<file path="config.mk">
export PLATFORM = sky130hd
export DESIGN_NAME = deck_playback_clock
export DESIGN_NICKNAME = d
export VERILOG_FILES = /design/src/rtl/dpc_pkg.sv /design/src/rtl/deck_playback_clock.sv /design/src/rtl/dpc_alu.sv
export SDC_FILE = /design/constraint.sdc
export NUM_CORES = 2
export LEC_CHECK = 0
export BUFFER_PORTS_ARGS = -buffer_cell sky130_fd_sc_hd__buf_2
export CORE_UTILIZATION = 45
export CTS_CLUSTER_SIZE = 16
export DETAILED_ROUTE_END_ITERATION = 7
export GPL_TIMING_DRIVEN = 0
export HOLD_SLACK_MARGIN = 0.15
export PLACE_DENSITY = 0.61
export SYNTH_ARGS = -nofsm -noshare
export SYNTH_HDL_FRONTEND = slang
export SYNTH_SLANG_ARGS = --single-unit
</file>
<file path="constraint.sdc">
create_clock -name aclk -period 9.4 [get_ports aclk]
set_input_delay 0.94 -clock aclk [delete_from_list [all_inputs] [get_ports aclk]]
set_output_delay 0.94 -clock aclk [all_outputs]
set_load 0.02 [all_outputs]
</file>
<file path="src/rtl/dpc_pkg.sv">
// ============================================================================
// dpc_pkg: shared types and constants of the deck playback clock
// Command codes, sequencer states, shared-unit geometry and a saturation helper.
// ============================================================================
package dpc_pkg;

    localparam int FRACTION_BITS_DEF = 16;

    // field widths
    localparam int TIME_W  = 40;
    localparam int POS_W   = 40;
    localparam int RATE_W  = 24;
    localparam int BPM_W   = 16;
    localparam int BEATS_W = 16;
    localparam int SRC_W   = 2;
    localparam int DUR_W   = 32;
    localparam int SHOWN_W = 32;
    localparam int CFG_W   = 32;
    localparam int CFG_IDX_W = 2;

    // shared unit geometry
    localparam int LO_W     = 48;   // dividend / multiplier register
    localparam int HI_W     = 42;   // remainder / accumulator register
    localparam int OPB_W    = 41;   // divisor / multiplicand
    localparam int MUL_STEPS = RATE_W;
    localparam int DIV_STEPS = LO_W;
    localparam int CNT_W    = $clog2(DIV_STEPS + 1);
    localparam int PROD_W   = HI_W + MUL_STEPS;

    localparam logic signed [POS_W-1:0]  POS_MAX  = {1'b0, {(POS_W-1){1'b1}}};
    localparam logic signed [POS_W-1:0]  POS_MIN  = {1'b1, {(POS_W-1){1'b0}}};
    localparam logic signed [RATE_W-1:0] RATE_MAX = {1'b0, {(RATE_W-1){1'b1}}};
    localparam logic signed [RATE_W-1:0] RATE_MIN = {1'b1, {(RATE_W-1){1'b0}}};

    typedef enum logic [2:0] {
        OP_SEEK     = 3'd0,
        OP_RATE     = 3'd1,
        OP_BEATS    = 3'd2,
        OP_BPM      = 3'd3,
        OP_SOURCE   = 3'd4,
        OP_READ     = 3'd5,
        OP_RESOLVE  = 3'd6,
        OP_TAKEOVER = 3'd7
    } dpc_op_t;

    localparam logic [SRC_W-1:0] SRC_TIMECODE = 2'd0;
    localparam logic [SRC_W-1:0] SRC_FREE     = 2'd1;
    localparam logic [SRC_W-1:0] SRC_TEMPO    = 2'd2;

    localparam logic [1:0] MODE_LOOP     = 2'd0;
    localparam logic [1:0] MODE_ONCE     = 2'd1;
    localparam logic [1:0] MODE_PINGPONG = 2'd2;

    localparam logic [1:0] POL_GRAB   = 2'd0;
    localparam logic [1:0] POL_JUMP   = 2'd1;
    localparam logic [1:0] POL_IGNORE = 2'd2;

    localparam logic [CFG_IDX_W-1:0] CFG_DURATION = 2'd0;
    localparam logic [CFG_IDX_W-1:0] CFG_MODE     = 2'd1;
    localparam logic [CFG_IDX_W-1:0] CFG_POLICY   = 2'd2;

    typedef enum logic [3:0] {
        ST_IDLE,
        ST_DISPATCH,
        ST_TSTART,
        ST_TWAIT,
        ST_MSTART,
        ST_MWAIT,
        ST_APPLY,
        ST_FWAIT,
        ST_OUT
    } dpc_state_t;

    typedef struct packed {
        logic start;
        logic is_div;
    } dpc_alu_cmd_t;

    function automatic logic signed [POS_W-1:0] sat_pos(input logic signed [67:0] v);
        if (v > 68'(POS_MAX)) begin
            sat_pos = POS_MAX;
        end else if (v < 68'(POS_MIN)) begin
            sat_pos = POS_MIN;
        end else begin
            sat_pos = v[POS_W-1:0];
        end
    endfunction

endpackage

</file>
<file path="src/rtl/deck_playback_clock.sv">
// ============================================================================
// deck_playback_clock: timestamped playback clock of one clip deck
// Keeps origin, rate, tempo and source state; answers read-source and resolve.
// ============================================================================
// Usage:
//   s_t* carries one command request: tuser holds the operation code, tdata
//   the time, position, rate, bpm, beats and source fields. Only read-source
//   and resolve produce a request on m_t* (folded or source position, rate,
//   reversed and finished flags); all other commands only update state.
//   The cfg_* port writes clip duration, play mode and takeover policy; the
//   user is to write it only while the block is idle, which the block leaves unchecked.
// Flow and sharing:
//   s_tready is high only in the idle state; one command is handled at a time.
//   Seek, set source and takeover finish in the dispatch state. Platter read
//   and once/zero resolve go from dispatch to output; loop/ping-pong resolve
//   first waits on a 48-step divide. Timeline commands run a 24-step multiply,
//   under tempo lock after a 48-step divide for the stretched rate. Divides and
//   multiplies run through the one shared add/subtract unit in dpc_alu.
// Reset: aresetn is synchronous, active low; state returns to rate one,
//   timecode source, zero origin; registers to 65536, loop, grab.
// Stall: a finished result waits in the res_* registers; the block holds in
//   its output state until m_tready takes the previous request.
// ============================================================================
module deck_playback_clock
    import dpc_pkg::*;
#(
    parameter int FRACTION_BITS = FRACTION_BITS_DEF
) (
    input  logic                 aclk,
    input  logic                 aresetn,
    // command channel
    input  logic                 s_tvalid,
    output logic                 s_tready,
    // tdata: time_now[39:0], position_value[79:40], rate_value[103:80],
    //        bpm_value[119:104], beats_value[135:120], source_select[137:136]
    input  logic [143:0]         s_tdata,
    // tuser: operation[2:0]
    input  logic [2:0]           s_tuser,
    // result channel
    output logic                 m_tvalid,
    input  logic                 m_tready,
    // tdata: out_position[39:0], out_rate[63:40], is_reversed[64],
    //        is_finished[65], zero pad above
    output logic [71:0]          m_tdata,
    // configuration writes
    input  logic                 cfg_wr_en,
    input  logic [CFG_IDX_W-1:0] cfg_addr,
    input  logic [CFG_W-1:0]     cfg_wr_data
);

    localparam logic signed [RATE_W-1:0] RATE_ONE = RATE_W'(64'd1 << FRACTION_BITS);

    dpc_state_t state_reg, state_next;

    // configuration
    logic [DUR_W-1:0] dur_reg;
    logic [1:0]       mode_reg;
    logic [1:0]       policy_reg;

    // latched command
    logic [2:0]               in_op_reg;
    logic [TIME_W-1:0]        in_time_reg;
    logic signed [POS_W-1:0]  in_pos_reg;
    logic signed [RATE_W-1:0] in_rate_reg;
    logic [BPM_W-1:0]         in_bpm_reg;
    logic [BEATS_W-1:0]       in_beats_reg;
    logic [SRC_W-1:0]         in_src_reg;

    // clock state
    logic [TIME_W-1:0]        origin_time_reg;
    logic signed [POS_W-1:0]  origin_pos_reg;
    logic signed [RATE_W-1:0] cmd_rate_reg;
    logic [BPM_W-1:0]         bpm_reg;
    logic [BEATS_W-1:0]       beats_reg;
    logic [SRC_W-1:0]         src_reg;
    logic signed [POS_W-1:0]  offset_reg;
    logic [SHOWN_W-1:0]       shown_reg;

    // working registers
    logic signed [RATE_W-1:0] speed_reg;
    logic [LO_W-1:0]          num_reg;
    logic [BEATS_W+3:0]       den_reg;
    logic signed [POS_W-1:0]  tl_reg;
    logic [POS_W-1:0]         res_pos_reg;
    logic [RATE_W-1:0]        res_rate_reg;
    logic                     res_rev_reg;
    logic                     res_fin_reg;

    logic        m_tvalid_reg;
    logic [71:0] m_tdata_reg;

    // shared unit
    dpc_alu_cmd_t     alu_cmd;
    logic [LO_W-1:0]  alu_opa;
    logic [OPB_W-1:0] alu_opb;
    logic             alu_busy;
    logic [HI_W-1:0]  alu_hi;
    logic [LO_W-1:0]  alu_lo;

    dpc_alu u_alu (
        .aclk    (aclk),
        .aresetn (aresetn),
        .cmd     (alu_cmd),
        .opa     (alu_opa),
        .opb     (alu_opb),
        .busy    (alu_busy),
        .hi      (alu_hi),
        .lo      (alu_lo)
    );

    // ---------------------------------------------------------------- datapath
    logic tempo_on;
    logic timeline_op;
    logic out_free;

    logic signed [TIME_W:0] dt;
    logic [TIME_W:0]        dt_mag;
    logic [RATE_W-1:0]      spd_mag;
    logic                   tl_neg;
    logic [PROD_W-1:0]      prod;
    logic [PROD_W-1:0]      prod_sh;
    logic signed [67:0]     delta;
    logic signed [67:0]     tl_sum;

    logic [RATE_W-1:0]      q_mag;
    logic signed [RATE_W-1:0] tempo_speed;

    logic                   pos_neg;
    logic [POS_W-1:0]       pos_mag;
    logic [DUR_W:0]         span;
    logic [DUR_W:0]         rem;
    logic [DUR_W:0]         wrapped;
    logic [DUR_W:0]         pp_back;
    logic signed [RATE_W-1:0] rate_negated;

    logic signed [POS_W-1:0] platter_pos;
    logic signed [POS_W-1:0] grab_offset;

    logic [POS_W-1:0]  once_pos;
    logic              once_fin;

    always_comb begin
        tempo_on = (src_reg == SRC_TEMPO) && (bpm_reg != '0) && (beats_reg != '0)
                   && (dur_reg != '0);
        timeline_op = (in_op_reg == OP_RATE) || (in_op_reg == OP_BEATS)
                      || (in_op_reg == OP_BPM)
                      || ((in_op_reg == OP_READ) && (src_reg != SRC_TIMECODE));
        out_free = !m_tvalid_reg || m_tready;

        // timeline: origin + rate * (t - origin_time) >> FRACTION_BITS
        dt      = $signed({1'b0, in_time_reg}) - $signed({1'b0, origin_time_reg});
        dt_mag  = dt[TIME_W] ? (TIME_W+1)'(-dt) : (TIME_W+1)'(dt);
        spd_mag = speed_reg[RATE_W-1] ? RATE_W'(-speed_reg) : RATE_W'(speed_reg);
        tl_neg  = speed_reg[RATE_W-1] ^ dt[TIME_W];
        prod    = {alu_hi, alu_lo[LO_W-1 -: MUL_STEPS]};
        prod_sh = prod >> FRACTION_BITS;
        delta   = tl_neg ? -$signed(68'(prod_sh)) : $signed(68'(prod_sh));
        tl_sum  = 68'(origin_pos_reg) + delta;

        // tempo-locked rate from the quotient, clipped, sign of commanded rate
        if (cmd_rate_reg[RATE_W-1]) begin
            q_mag       = (alu_lo > LO_W'(24'h800000)) ? 24'h800000 : alu_lo[RATE_W-1:0];
            tempo_speed = -$signed(q_mag);
        end else begin
            q_mag       = (alu_lo > LO_W'(RATE_MAX)) ? RATE_MAX : alu_lo[RATE_W-1:0];
            tempo_speed = $signed(q_mag);
        end

        // fold: remainder of |pos| by span, moved to the floored sense
        pos_neg = in_pos_reg[POS_W-1];
        pos_mag = pos_neg ? POS_W'(-in_pos_reg) : POS_W'(in_pos_reg);
        span    = (mode_reg == MODE_PINGPONG) ? {dur_reg, 1'b0} : {1'b0, dur_reg};
        rem     = alu_hi[DUR_W:0];
        if (rem == '0) begin
            wrapped = '0;
        end else if (pos_neg) begin
            wrapped = span - rem;
        end else begin
            wrapped = rem;
        end
        pp_back = span - wrapped;
        rate_negated = (in_rate_reg == RATE_MIN) ? RATE_MAX : -in_rate_reg;

        // once mode parks at the ends
        if (pos_neg) begin
            once_pos = '0;
            once_fin = 1'b1;
        end else if (in_pos_reg >= $signed({8'b0, dur_reg})) begin
            once_pos = {8'b0, dur_reg};
            once_fin = 1'b1;
        end else begin
            once_pos = in_pos_reg;
            once_fin = 1'b0;
        end

        platter_pos = sat_pos(68'(in_pos_reg) + 68'(offset_reg));
        grab_offset = sat_pos($signed({36'b0, shown_reg}) - 68'(in_pos_reg));
    end

    // ----------------------------------------------------------- next state
    always_comb begin
        state_next = state_reg;
        case (state_reg)
            ST_IDLE: begin
                if (s_tvalid) state_next = ST_DISPATCH;
            end
            ST_DISPATCH: begin
                if (timeline_op) begin
                    state_next = tempo_on ? ST_TSTART : ST_MSTART;
                end else if (in_op_reg == OP_READ) begin
                    state_next = ST_OUT;
                end else if (in_op_reg == OP_RESOLVE) begin
                    if (dur_reg == '0 || mode_reg == MODE_ONCE) begin
                        state_next = ST_OUT;
                    end else begin
                        state_next = ST_FWAIT;
                    end
                end else begin
                    state_next = ST_IDLE;
                end
            end
            ST_TSTART: state_next = ST_TWAIT;
            ST_TWAIT: begin
                if (!alu_busy) state_next = ST_MSTART;
            end
            ST_MSTART: state_next = ST_MWAIT;
            ST_MWAIT: begin
                if (!alu_busy) state_next = ST_APPLY;
            end
            ST_APPLY: begin
                state_next = (in_op_reg == OP_READ) ? ST_OUT : ST_IDLE;
            end
            ST_FWAIT: begin
                if (!alu_busy) state_next = ST_OUT;
            end
            ST_OUT: begin
                if (out_free) state_next = ST_IDLE;
            end
            default: state_next = ST_IDLE;
        endcase
    end

    // -------------------------------------------------------------- outputs
    always_comb begin
        alu_cmd = '0;
        alu_opa = '0;
        alu_opb = '0;
        s_tready = 1'b0;
        case (state_reg)
            ST_IDLE: s_tready = 1'b1;
            ST_DISPATCH: begin
                // loop / ping-pong wrap divide starts right away
                if (!timeline_op && in_op_reg == OP_RESOLVE && dur_reg != '0
                    && mode_reg != MODE_ONCE) begin
                    alu_cmd.start  = 1'b1;
                    alu_cmd.is_div = 1'b1;
                    alu_opa = LO_W'(pos_mag);
                    alu_opb = OPB_W'(span);
                end
            end
            ST_TSTART: begin
                alu_cmd.start  = 1'b1;
                alu_cmd.is_div = 1'b1;
                alu_opa = num_reg;
                alu_opb = OPB_W'(den_reg);
            end
            ST_MSTART: begin
                alu_cmd.start  = 1'b1;
                alu_cmd.is_div = 1'b0;
                alu_opa = LO_W'(spd_mag);
                alu_opb = OPB_W'(dt_mag);
            end
            default: ;
        endcase
    end

    // ------------------------------------------------------------ registers
    always_ff @(posedge aclk) begin
        if (!aresetn) begin
            state_reg       <= ST_IDLE;
            dur_reg         <= DUR_W'(32'd65536);
            mode_reg        <= MODE_LOOP;
            policy_reg      <= POL_GRAB;
            origin_time_reg <= '0;
            origin_pos_reg  <= '0;
            cmd_rate_reg    <= RATE_ONE;
            bpm_reg         <= '0;
            beats_reg       <= '0;
            src_reg         <= SRC_TIMECODE;
            offset_reg      <= '0;
            shown_reg       <= '0;
            m_tvalid_reg    <= 1'b0;
        end else begin
            state_reg <= state_next;

            if (cfg_wr_en) begin
                case (cfg_addr)
                    CFG_DURATION: dur_reg    <= cfg_wr_data[DUR_W-1:0];
                    CFG_MODE:     mode_reg   <= cfg_wr_data[1:0];
                    CFG_POLICY:   policy_reg <= cfg_wr_data[1:0];
                    default: ;
                endcase
            end

            // a new result loads when the slot is free, else a taken one drops
            if (state_reg == ST_OUT && out_free) begin
                m_tvalid_reg <= 1'b1;
            end else if (m_tready) begin
                m_tvalid_reg <= 1'b0;
            end

            case (state_reg)
                ST_DISPATCH: begin
                    case (in_op_reg)
                        OP_SEEK: begin
                            origin_pos_reg  <= in_pos_reg;
                            origin_time_reg <= in_time_reg;
                        end
                        OP_SOURCE: begin
                            if (in_src_reg <= SRC_TEMPO && in_src_reg != src_reg) begin
                                if (in_src_reg != SRC_TIMECODE) begin
                                    origin_pos_reg  <= $signed({8'b0, shown_reg});
                                    origin_time_reg <= in_time_reg;
                                end
                                src_reg <= in_src_reg;
                            end
                        end
                        OP_TAKEOVER: begin
                            if (policy_reg != POL_IGNORE) begin
                                offset_reg <= (policy_reg == POL_JUMP) ? '0 : grab_offset;
                                src_reg    <= SRC_TIMECODE;
                            end
                        end
                        default: ;
                    endcase
                end
                ST_APPLY: begin
                    case (in_op_reg)
                        OP_RATE: begin
                            origin_pos_reg  <= tl_reg;
                            origin_time_reg <= in_time_reg;
                            cmd_rate_reg    <= in_rate_reg;
                        end
                        OP_BEATS: begin
                            origin_pos_reg  <= tl_reg;
                            origin_time_reg <= in_time_reg;
                            beats_reg       <= in_beats_reg;
                        end
                        OP_BPM: begin
                            origin_pos_reg  <= tl_reg;
                            origin_time_reg <= in_time_reg;
                            bpm_reg         <= in_bpm_reg;
                        end
                        default: ;
                    endcase
                end
                ST_OUT: begin
                    if (out_free && in_op_reg == OP_RESOLVE) begin
                        shown_reg <= res_pos_reg[SHOWN_W-1:0];
                    end
                end
                default: ;
            endcase
        end
    end

    // payload registers
    always_ff @(posedge aclk) begin
        if (state_reg == ST_IDLE && s_tvalid) begin
            in_op_reg    <= s_tuser;
            in_time_reg  <= s_tdata[39:0];
            in_pos_reg   <= s_tdata[79:40];
            in_rate_reg  <= s_tdata[103:80];
            in_bpm_reg   <= s_tdata[119:104];
            in_beats_reg <= s_tdata[135:120];
            in_src_reg   <= s_tdata[137:136];
        end

        case (state_reg)
            ST_DISPATCH: begin
                speed_reg <= cmd_rate_reg;
                num_reg   <= dur_reg * bpm_reg;
                den_reg   <= {beats_reg, 4'b0} - (BEATS_W+4)'(beats_reg);
                res_rev_reg <= 1'b0;
                if (in_op_reg == OP_READ) begin
                    res_pos_reg  <= platter_pos;
                    res_rate_reg <= in_rate_reg;
                    res_fin_reg  <= 1'b0;
                end else if (dur_reg == '0) begin
                    res_pos_reg  <= '0;
                    res_rate_reg <= in_rate_reg;
                    res_fin_reg  <= 1'b0;
                end else begin
                    res_pos_reg  <= once_pos;
                    res_fin_reg  <= once_fin;
                    res_rate_reg <= once_fin ? '0 : in_rate_reg;
                end
            end
            ST_TWAIT: begin
                if (!alu_busy) speed_reg <= tempo_speed;
            end
            ST_MWAIT: begin
                if (!alu_busy) tl_reg <= sat_pos(tl_sum);
            end
            ST_APPLY: begin
                res_pos_reg  <= tl_reg;
                res_rate_reg <= speed_reg;
                res_rev_reg  <= 1'b0;
                res_fin_reg  <= 1'b0;
            end
            ST_FWAIT: begin
                if (!alu_busy) begin
                    res_fin_reg <= 1'b0;
                    if (mode_reg == MODE_PINGPONG && wrapped > {1'b0, dur_reg}) begin
                        res_pos_reg  <= POS_W'(pp_back);
                        res_rev_reg  <= 1'b1;
                        res_rate_reg <= rate_negated;
                    end else begin
                        res_pos_reg  <= POS_W'(wrapped);
                        res_rev_reg  <= 1'b0;
                        res_rate_reg <= in_rate_reg;
                    end
                end
            end
            ST_OUT: begin
                if (out_free) begin
                    m_tdata_reg <= {6'b0, res_fin_reg, res_rev_reg, res_rate_reg, res_pos_reg};
                end
            end
            default: ;
        endcase
    end

    assign m_tvalid = m_tvalid_reg;
    assign m_tdata  = m_tdata_reg;

endmodule

</file>
<file path="src/rtl/dpc_alu.sv">
// ============================================================================
// dpc_alu: shared shift-add multiplier and restoring divider
// One adder/subtractor, one bit per cycle; product in {hi, lo[top]}, quotient
// in lo, remainder in hi.
// ============================================================================
module dpc_alu
    import dpc_pkg::*;
(
    input  logic              aclk,
    input  logic              aresetn,
    input  dpc_alu_cmd_t      cmd,
    input  logic [LO_W-1:0]   opa,      // dividend or multiplier
    input  logic [OPB_W-1:0]  opb,      // divisor or multiplicand
    output logic              busy,
    output logic [HI_W-1:0]   hi,
    output logic [LO_W-1:0]   lo
);

    logic [HI_W-1:0]  hi_reg,  hi_next;
    logic [LO_W-1:0]  lo_reg,  lo_next;
    logic [OPB_W-1:0] opb_reg;
    logic             div_reg;
    logic [CNT_W-1:0] cnt_reg;
    logic             busy_reg;

    logic [HI_W-1:0] shifted;
    logic [HI_W-1:0] add_a;
    logic [HI_W-1:0] add_b;
    logic [HI_W:0]   sum;
    logic [HI_W:0]   mstep;

    always_comb begin
        shifted = {hi_reg[HI_W-2:0], lo_reg[LO_W-1]};
        add_a   = div_reg ? shifted : hi_reg;
        add_b   = div_reg ? ~{1'b0, opb_reg} : {1'b0, opb_reg};
        sum     = {1'b0, add_a} + {1'b0, add_b} + (HI_W+1)'(div_reg);
        mstep   = lo_reg[0] ? sum : {1'b0, hi_reg};
        if (div_reg) begin
            // carry out means no borrow: quotient bit is one
            hi_next = sum[HI_W] ? sum[HI_W-1:0] : shifted;
            lo_next = {lo_reg[LO_W-2:0], sum[HI_W]};
        end else begin
            hi_next = mstep[HI_W:1];
            lo_next = {mstep[0], lo_reg[LO_W-1:1]};
        end
    end

    always_ff @(posedge aclk) begin
        if (!aresetn) begin
            busy_reg <= 1'b0;
            cnt_reg  <= '0;
        end else if (cmd.start) begin
            busy_reg <= 1'b1;
            cnt_reg  <= cmd.is_div ? CNT_W'(DIV_STEPS) : CNT_W'(MUL_STEPS);
        end else if (busy_reg) begin
            cnt_reg <= cnt_reg - 1'b1;
            if (cnt_reg == CNT_W'(1)) begin
                busy_reg <= 1'b0;
            end
        end
    end

    always_ff @(posedge aclk) begin
        if (cmd.start) begin
            hi_reg  <= '0;
            lo_reg  <= opa;
            opb_reg <= opb;
            div_reg <= cmd.is_div;
        end else if (busy_reg) begin
            hi_reg <= hi_next;
            lo_reg <= lo_next;
        end
    end

    assign busy = busy_reg;
    assign hi   = hi_reg;
    assign lo   = lo_reg;

endmodule
</file>
Yosys cells after proc, flatten, opt, wreduce, memory -nomap -nowiden
Cells that the tools add are included.
- reductions and logical operators: 54
- mux-type cells: 89
- eq/ne operators: 37
- bitwise operators: 3
- $add $sub $neg: 16
- order comparisons: 11
- multipliers: 1
- operators by type and width (cell ; number):
    two-way mux 40 bit ; 17
    one-hot mux 40 bit (2 select lines) ; 4
    two-way mux 24 bit ; 11
    two-way mux 42 bit ; 4
    two-way mux 33 bit ; 5
    two-way mux 48 bit ; 3
    one-hot mux 48 bit (3 select lines) ; 1
    one-hot mux 41 bit (3 select lines) ; 1
    one-hot mux 40 bit (3 select lines) ; 1
    greater-than comparator 41 x 40 -> 1 bit, second input constant ; 2
    less-than comparator 41 x 40 -> 1 bit, second input constant ; 2
    two-way mux 39 bit ; 2
    negation 24 bit ; 3
    one-hot mux 24 bit (3 select lines) ; 1
    adder 40 x 68 -> 68 bit ; 1
    greater-than comparator 68 x 40 -> 1 bit, second input constant ; 1
    less-than comparator 68 x 40 -> 1 bit, second input constant ; 1
    two-way mux 68 bit ; 1
    negation 50 -> 68 bit ; 1
    subtractor 33 bit ; 2
    greater-than comparator 48 x 23 -> 1 bit, second input constant ; 1
    greater-than comparator 48 x 24 -> 1 bit, second input constant ; 1
    multiplier 32 x 16 -> 48 bit ; 1
    one-hot mux 24 bit (2 select lines) ; 1
    other kinds (61) ; 143
- logic and storage cells: 246
- bits of input ports: 186
- bits in registers: 795
- output and inout bits: 74

Longest topological paths before layout
- word-level depth: 12
- mapped depth: 33
- mapped depth without buffers: 31

Modules after synthesis
Synthesis repeated with hierarchy kept, for this count alone.
- cells, all modules: 8558
- area, all modules: 73808.3 um2
- by module, submodules not included (module ; sequential area each (um2) ; area each (um2) ; instances ; cells each):
    deck_playback_clock ; 17186.5 ; 63731.1 ; 1 ; 7476
    dpc_alu ; 3683.5 ; 10077.2 ; 1 ; 1082

Least setup slack after synthesis
Ideal clock, no wire load.
- path type: flip-flop to flip-flop
- from: register in_time_reg[0]
- to: register tl_reg[38], data pin
- buffers on the path: 4
- setup time: 0.278 ns
- arrival time: 7.370 ns
- path slack: 1.752 ns
- period minus slack after synthesis: 7.648 ns
- required time: 9.122 ns
- cell stages (with the launch flop): 33
- cells stage by stage: edfxtp_1 inv_1 ha_1 inv_1 fa_1 a21oi_2 o21bai_4 a2111oi_4 or4_1 a2111o_1 a311oi_2 nand4_1 and2_1 clkbuf_1 xnor2_1 clkbuf_1 nor2_1 xor2_1 ha_1 nor2b_1 o31ai_1 a21oi_1 a41oi_1 a2111oi_2 nor2_1 o21ai_1 a21boi_0 xnor2_1 or4_1 o41ai_2 buf_6 buf_4 o221ai_1
- longest elaborated chain between the ends: 6
- elaborated cells between the ends (all ways): 7
- classes of those cells: add/sub: 2; order compare: 2; mux: 2; bitwise: 1
- RTL lines (item ; RTL line ; source):
    start: declaration ; deck_playback_clock.sv:62 ; logic [TIME_W-1:0] in_time_reg;
    start signal: assignment ; deck_playback_clock.sv:371 ; in_time_reg <= s_tdata[39:0];
    subtractor 40 x 40 -> 41 bit (*) ; deck_playback_clock.sv:151 ; dt = $signed({1'b0, in_time_reg}) - $signed({1'b0, origin_time_reg});
    bitwise XOR 1 bit (*) ; deck_playback_clock.sv:154 ; tl_neg = speed_reg[RATE_W-1] ^ dt[TIME_W];
    two-way mux 68 bit (*) ; deck_playback_clock.sv:157 ; delta = tl_neg ? -$signed(68'(prod_sh)) : $signed(68'(prod_sh));
    adder 40 x 68 -> 68 bit (*) ; deck_playback_clock.sv:158 ; tl_sum = 68'(origin_pos_reg) + delta;
    less-than comparator 68 x 40 -> 1 bit ; dpc_pkg.sv:82 ; end else if (v < 68'(POS_MIN)) begin
    two-way mux 40 bit ; dpc_pkg.sv:82 ;
    end signal: assignment ; deck_playback_clock.sv:403 ; if (!alu_busy) tl_reg <= sat_pos(tl_sum);
    end: declaration ; deck_playback_clock.sv:83 ; logic signed [POS_W-1:0] tl_reg;
Every way passes the cells marked *; elsewhere a longest branch is shown, timed or not.
A chain may end at the register's enable or synchronous reset.

Worst setup path in the final report
- from: register dur_reg[8]
- to: register res_pos_reg[18], data pin
- longest elaborated chain between the ends: 9
- elaborated cells between the ends (all ways): 16
- classes of those cells: add/sub: 2; order compare: 2; mux: 10; reduce/logical: 2
- RTL lines (item ; RTL line ; source):
    start: declaration ; deck_playback_clock.sv:56 ; logic [DUR_W-1:0] dur_reg;
    start signal: assignment ; deck_playback_clock.sv:281 ; dur_reg <= DUR_W'(32'd65536);
    start signal: assignment ; deck_playback_clock.sv:298 ; CFG_DURATION: dur_reg <= cfg_wr_data[DUR_W-1:0];
    two-way mux 33 bit ; deck_playback_clock.sv:172 ; span = (mode_reg == MODE_PINGPONG) ? {dur_reg, 1'b0} : {1'b0, dur_reg};
    subtractor 33 bit ; deck_playback_clock.sv:177 ; wrapped = span - rem;
    two-way mux 33 bit ; deck_playback_clock.sv:176 ; end else if (pos_neg) begin
    two-way mux 33 bit ; deck_playback_clock.sv:174 ; if (rem == '0) begin
    greater-than comparator 33 x 32 -> 1 bit ; deck_playback_clock.sv:414 ; if (mode_reg == MODE_PINGPONG && wrapped > {1'b0, dur_reg}) begin
    logical AND 1 bit ; deck_playback_clock.sv:414 ;
    two-way mux 33 bit ; deck_playback_clock.sv:414 ;
    two-way mux 40 bit ; deck_playback_clock.sv:412 ; if (!alu_busy) begin
    one-hot mux 40 bit (3 select lines) (*) ; deck_playback_clock.sv:379 ; case (state_reg)
    end signal: assignment ; deck_playback_clock.sv:386 ; res_pos_reg <= platter_pos;
    end signal: assignment ; deck_playback_clock.sv:415 ; res_pos_reg <= POS_W'(pp_back);
    end signal: assignment ; deck_playback_clock.sv:419 ; res_pos_reg <= POS_W'(wrapped);
    end: declaration ; deck_playback_clock.sv:84 ; logic [POS_W-1:0] res_pos_reg;
Every way passes the cells marked *; elsewhere a longest branch is shown, timed or not. The select of a mux whose other input is x is not followed.

==> flow_metrics.tcl <==
set metrics [dict create \
    outcome "finished with violations" \
    violations "design-rule violations" \
    min_to "in_rate_reg[3]" \
    min_from "s_tdata[83]" \
    ys.warnings.count 0 \
    io_pins 260 \
    core_area_mm2 0.161 \
    dr.pass1.iters 8 \
    reg2reg_from "dur_reg[8]" \
    synthSimpleGateAreaFrac_pct 16.8 \
    relSlewSlack_pct 1.66 \
    synth_top_family_by_area "compound AO/OA/AOI/OAI gates" \
    drc 3 \
    start_kind "flip-flop" \
    post-dp-hpwl_um 255000 \
    slew_violations 0 \
    combPwrFrac_pct 49.7 \
    place_congestion 1.06 \
    synthArstFlopShare_pct 0 \
    start_util_pct 45.5 \
    synth_mux_area_share_pct 1.79 \
    end_kind "flip-flop" \
    drive_gt1_share_pct 7.20 \
    synthTopCellsByArea "edfxtp_1 20%, fa_1 12%, ha_1 8.3%" \
    synth-seq-area-share_pct 28.5 \
    reg2reg_slack_ps 110 \
    wl_per_cell_um 28.3 \
    hold_class "in2reg" \
    finalCritPeriodShare_pct 98.9 \
    instances_no_fill 11122 \
    yosys.area.top_type "edfxtp_1" \
    whs_path_depth 1 \
    ys_ff_latch 795 \
    synthAdderAreaFrac_pct 19.9 \
    cts-root-buf "clkbuf_16" \
    cap_violations 0 \
    p_sw_share_pct 45.8 \
    cts.reportedPaths.clkPinSlew_ps 70 \
    areaGrowthSynthToFinish_pct 11.0 \
    die_h_um 406 \
    wirelength_um 315000 \
    largest_reg_flops 66 \
    crit_required_ps 9840 \
    setup-violations-final 0 \
    ctsHoldBuffers 0 \
    final_hold_viol_count 0 \
    cts.path.max_buffers 3 \
    via_per_inst 6.13 \
    fin_nets 9968 \
    placed_area_mm2 0.0778 \
    synth_xor_area_share_pct 5.95 \
    cts_tree "yes" \
    cts_made_buffers 92 \
    rr_endpoint "res_pos_reg[18]" \
    n_fill_cell 15639 \
    clock_power_share_pct 21.9 \
    h-tree-depth 3 \
    p_per_area_mw_per_mm2 212 \
    critical_path.max_fanout 10 \
    clock.fmax_ghz 0.108 \
    ant_nets 0 \
    leakagePower_nw 33.6 \
    syn_area_mm2 0.0733 \
    p_sw_mw 7.88 \
    grt_remaining_overflow 0 \
    antenna_found_initial 20 \
    synth_edf_count 495 \
    first_iter_violations 8004 \
    grt_pass1_wl_um 446000 \
    synth_compound_area_share_pct 20.6 \
    crit_start "dur_reg[8]" \
    synth_top_area_share_pct 20.3 \
    vias 68208 \
    dp_cells 10934 \
    grt_max_degree 66 \
    reg2regPathDepth 25 \
    clock_latency_ps 780 \
    finClkSkew_ps 62.7 \
    worstMarginPinSlew_ps 1480 \
    ys.flop_type "edfxtp_1" \
    seq_power_share_pct 28.4 \
    port_buffers 247 \
    finalCriticalPeriod_ps 9290 \
    vdd_drop_max_mv 0.157 \
    placementRows 147 \
    track_usage_pct 37.5 \
    die_w_um 406 \
    rsz0062_at_grt "true" \
    avgSynthCellArea_um2 8.64 \
    grt_pass1_vias 64610 \
    fin_area_mm2 0.0813 \
    ys_types 105 \
    worstPathArrival_ps 9730 \
    cts.sinks 795 \
    dieArea_mm2 0.164 \
    crit_type "reg2reg" \
    netlist_instances 8485 \
    p_int_mw 9.33 \
]
[how the worst max path moves through the flow]
| stage | end | cells after the start | slack, ps |
|---|---|---|---|
| 2_1_floorplan | tl_reg[38] | 32 | 1750 |
| 3_3_place_gp | u_alu.lo[17] | 10 | -2980 |
| 3_5_place_dp | res_pos_reg[30] | 26 | -1360 |
| 4_1_cts | tl_reg[28] | 31 | 10 |
| 5_1_grt | tl_reg[28] | 32 | -20 |
| 6_report | res_pos_reg[18] | 25 | 110 |
[metrics by stage]
step / TNS (ps) / util [%] / hold slack (ps) / worst slack (ps) / power (mW)
detailed placement: -95180 / 48.3 / 405 / -1360 / 13.1
finish: 0 / 50.5 / 333 / 106 / 17.2
floorplan: 0 / - / 400 / 1750 / 10.2
global placement: -493440 / 47.9 / 401 / -2980 / 13.0
global route: -20.5 / 50.5 / 315 / -15.4 / 17.9
CTS: 0 / 50.4 / 288 / 13.3 / 16.9
[Yosys cell counts, types with 70 or more instances]
| master | instances |
|---|---|
| nor2_1 | 454 |
| o21ai_0 | 487 |
| fa_1 | 425 |
| inv_1 | 722 |
| xor2_1 | 194 |
| nand4_1 | 77 |
| xnor2_1 | 302 |
| and2_1 | 180 |
| a21oi_1 | 495 |
| nor3_1 | 114 |
| mux2i_1 | 103 |
| o21a_1 | 75 |
| clkbuf_1 | 450 |
| a211oi_1 | 70 |
| dfxtp_1 | 300 |
| a21boi_0 | 215 |
| nand2_1 | 1281 |
| a21o_1 | 232 |
| ha_1 | 488 |
| edfxtp_1 | 495 |
| nand3_1 | 92 |
[cells by family (layout without fill, tap and decap cells)]
group                    after synthesis  count (layout)
AND/OR/NAND/NOR                     2656            2656
adder cells (fa/ha/maj)              913             913
other                                  1              19
buffers and inverters               1236            1695
multiplexers                         128             128
flip-flops                           795             795
AO/OA/AOI/OAI                       2259            2259
XOR/XNOR                             497             497
[area by class of cell]
cell class	instances	area [um2]	share of cell area, %
Tap cell	2160	2700	3.32
Inverter	730	2740	3.37
Timing Repair Buffer	292	1760	2.16
Buffer	499	2000	2.46
Sequential cell	795	20900	25.7
Clock buffer	123	2500	3.07
Clock inverter	51	619	0.762
Antenna cell	13	32.5	0.0400
Multi-Input combinational cell	6459	48100	59.1
[layout by cell type, fill, tap and decap left out, drive strengths merged, types with 64 or more instances in the layout]
cell type | Yosys | final
nand2 | 1281 | 1281
inv | 724 | 732
nor2 | 455 | 455
o21ai | 496 | 496
nand4 | 77 | 77
fa | 425 | 425
edfxtp | 495 | 495
a21oi | 496 | 496
o21a | 75 | 75
or4 | 71 | 71
o221ai | 65 | 65
clkbuf | 450 | 565
ha | 488 | 488
mux2i | 103 | 103
o31ai | 68 | 68
a211oi | 70 | 70
nor3 | 114 | 114
nand3 | 92 | 92
a21o | 232 | 232
xnor2 | 302 | 302
and2 | 181 | 181
dfxtp | 300 | 300
nor2b | 64 | 64
o211ai | 65 | 65
buf | 56 | 348
xor2 | 195 | 195
a21boi | 217 | 217
[power groups by stage]
stage | registers (mW) | clock network, mW | logic, mW
3_5_place_dp | 4.92 | 0 | 8.16
6_report | 4.89 | 3.77 | 8.56
4_1_cts | 4.85 | 3.79 | 8.25
5_1_grt | 4.89 | 3.92 | 9.09
3_3_place_gp | 4.97 | 0 | 8.05
2_1_floorplan | 4.65 | 0 | 5.53
[timing repair]
item / in CTS / in global routing
setup buffers: 3 / 5
pin swaps: 5 / 9
gates resized for setup: 52 / 45
setup endpoints to repair: 98 / 93
[per-layer routing]
layer	vias to the layer above	global-route usage, %	share of wire, %
li1	30555	-	-
met1	33402	49.6	41
met2	3489	57.0	43
met3	742	8.18	9.4
met4	20	20.4	6.4
met5	-	0	0.043
[critical path, stage by stage (launching register included)]
cell and delay, ps:
dfxtp_1 320, clkdlybuf4s15_1 790, inv_1 450, o21ai_2 640, ha_1 430, a21oi_1 150
and3b_1 230, o21a_1 240, nor3_1 120, o41ai_2 470, o21a_1 250, xnor2_1 150
nand2_1 70, a21oi_1 340, ha_1 200, and3_1 190, nand4_1 170, or4_1 620
or4_1 580, o2111ai_1 130, nor3_1 80, a221oi_1 460, a41oi_4 400, clkbuf_1 470
mux2i_1 720, o21ai_0 270
Power figures use the tool's default switching activity.
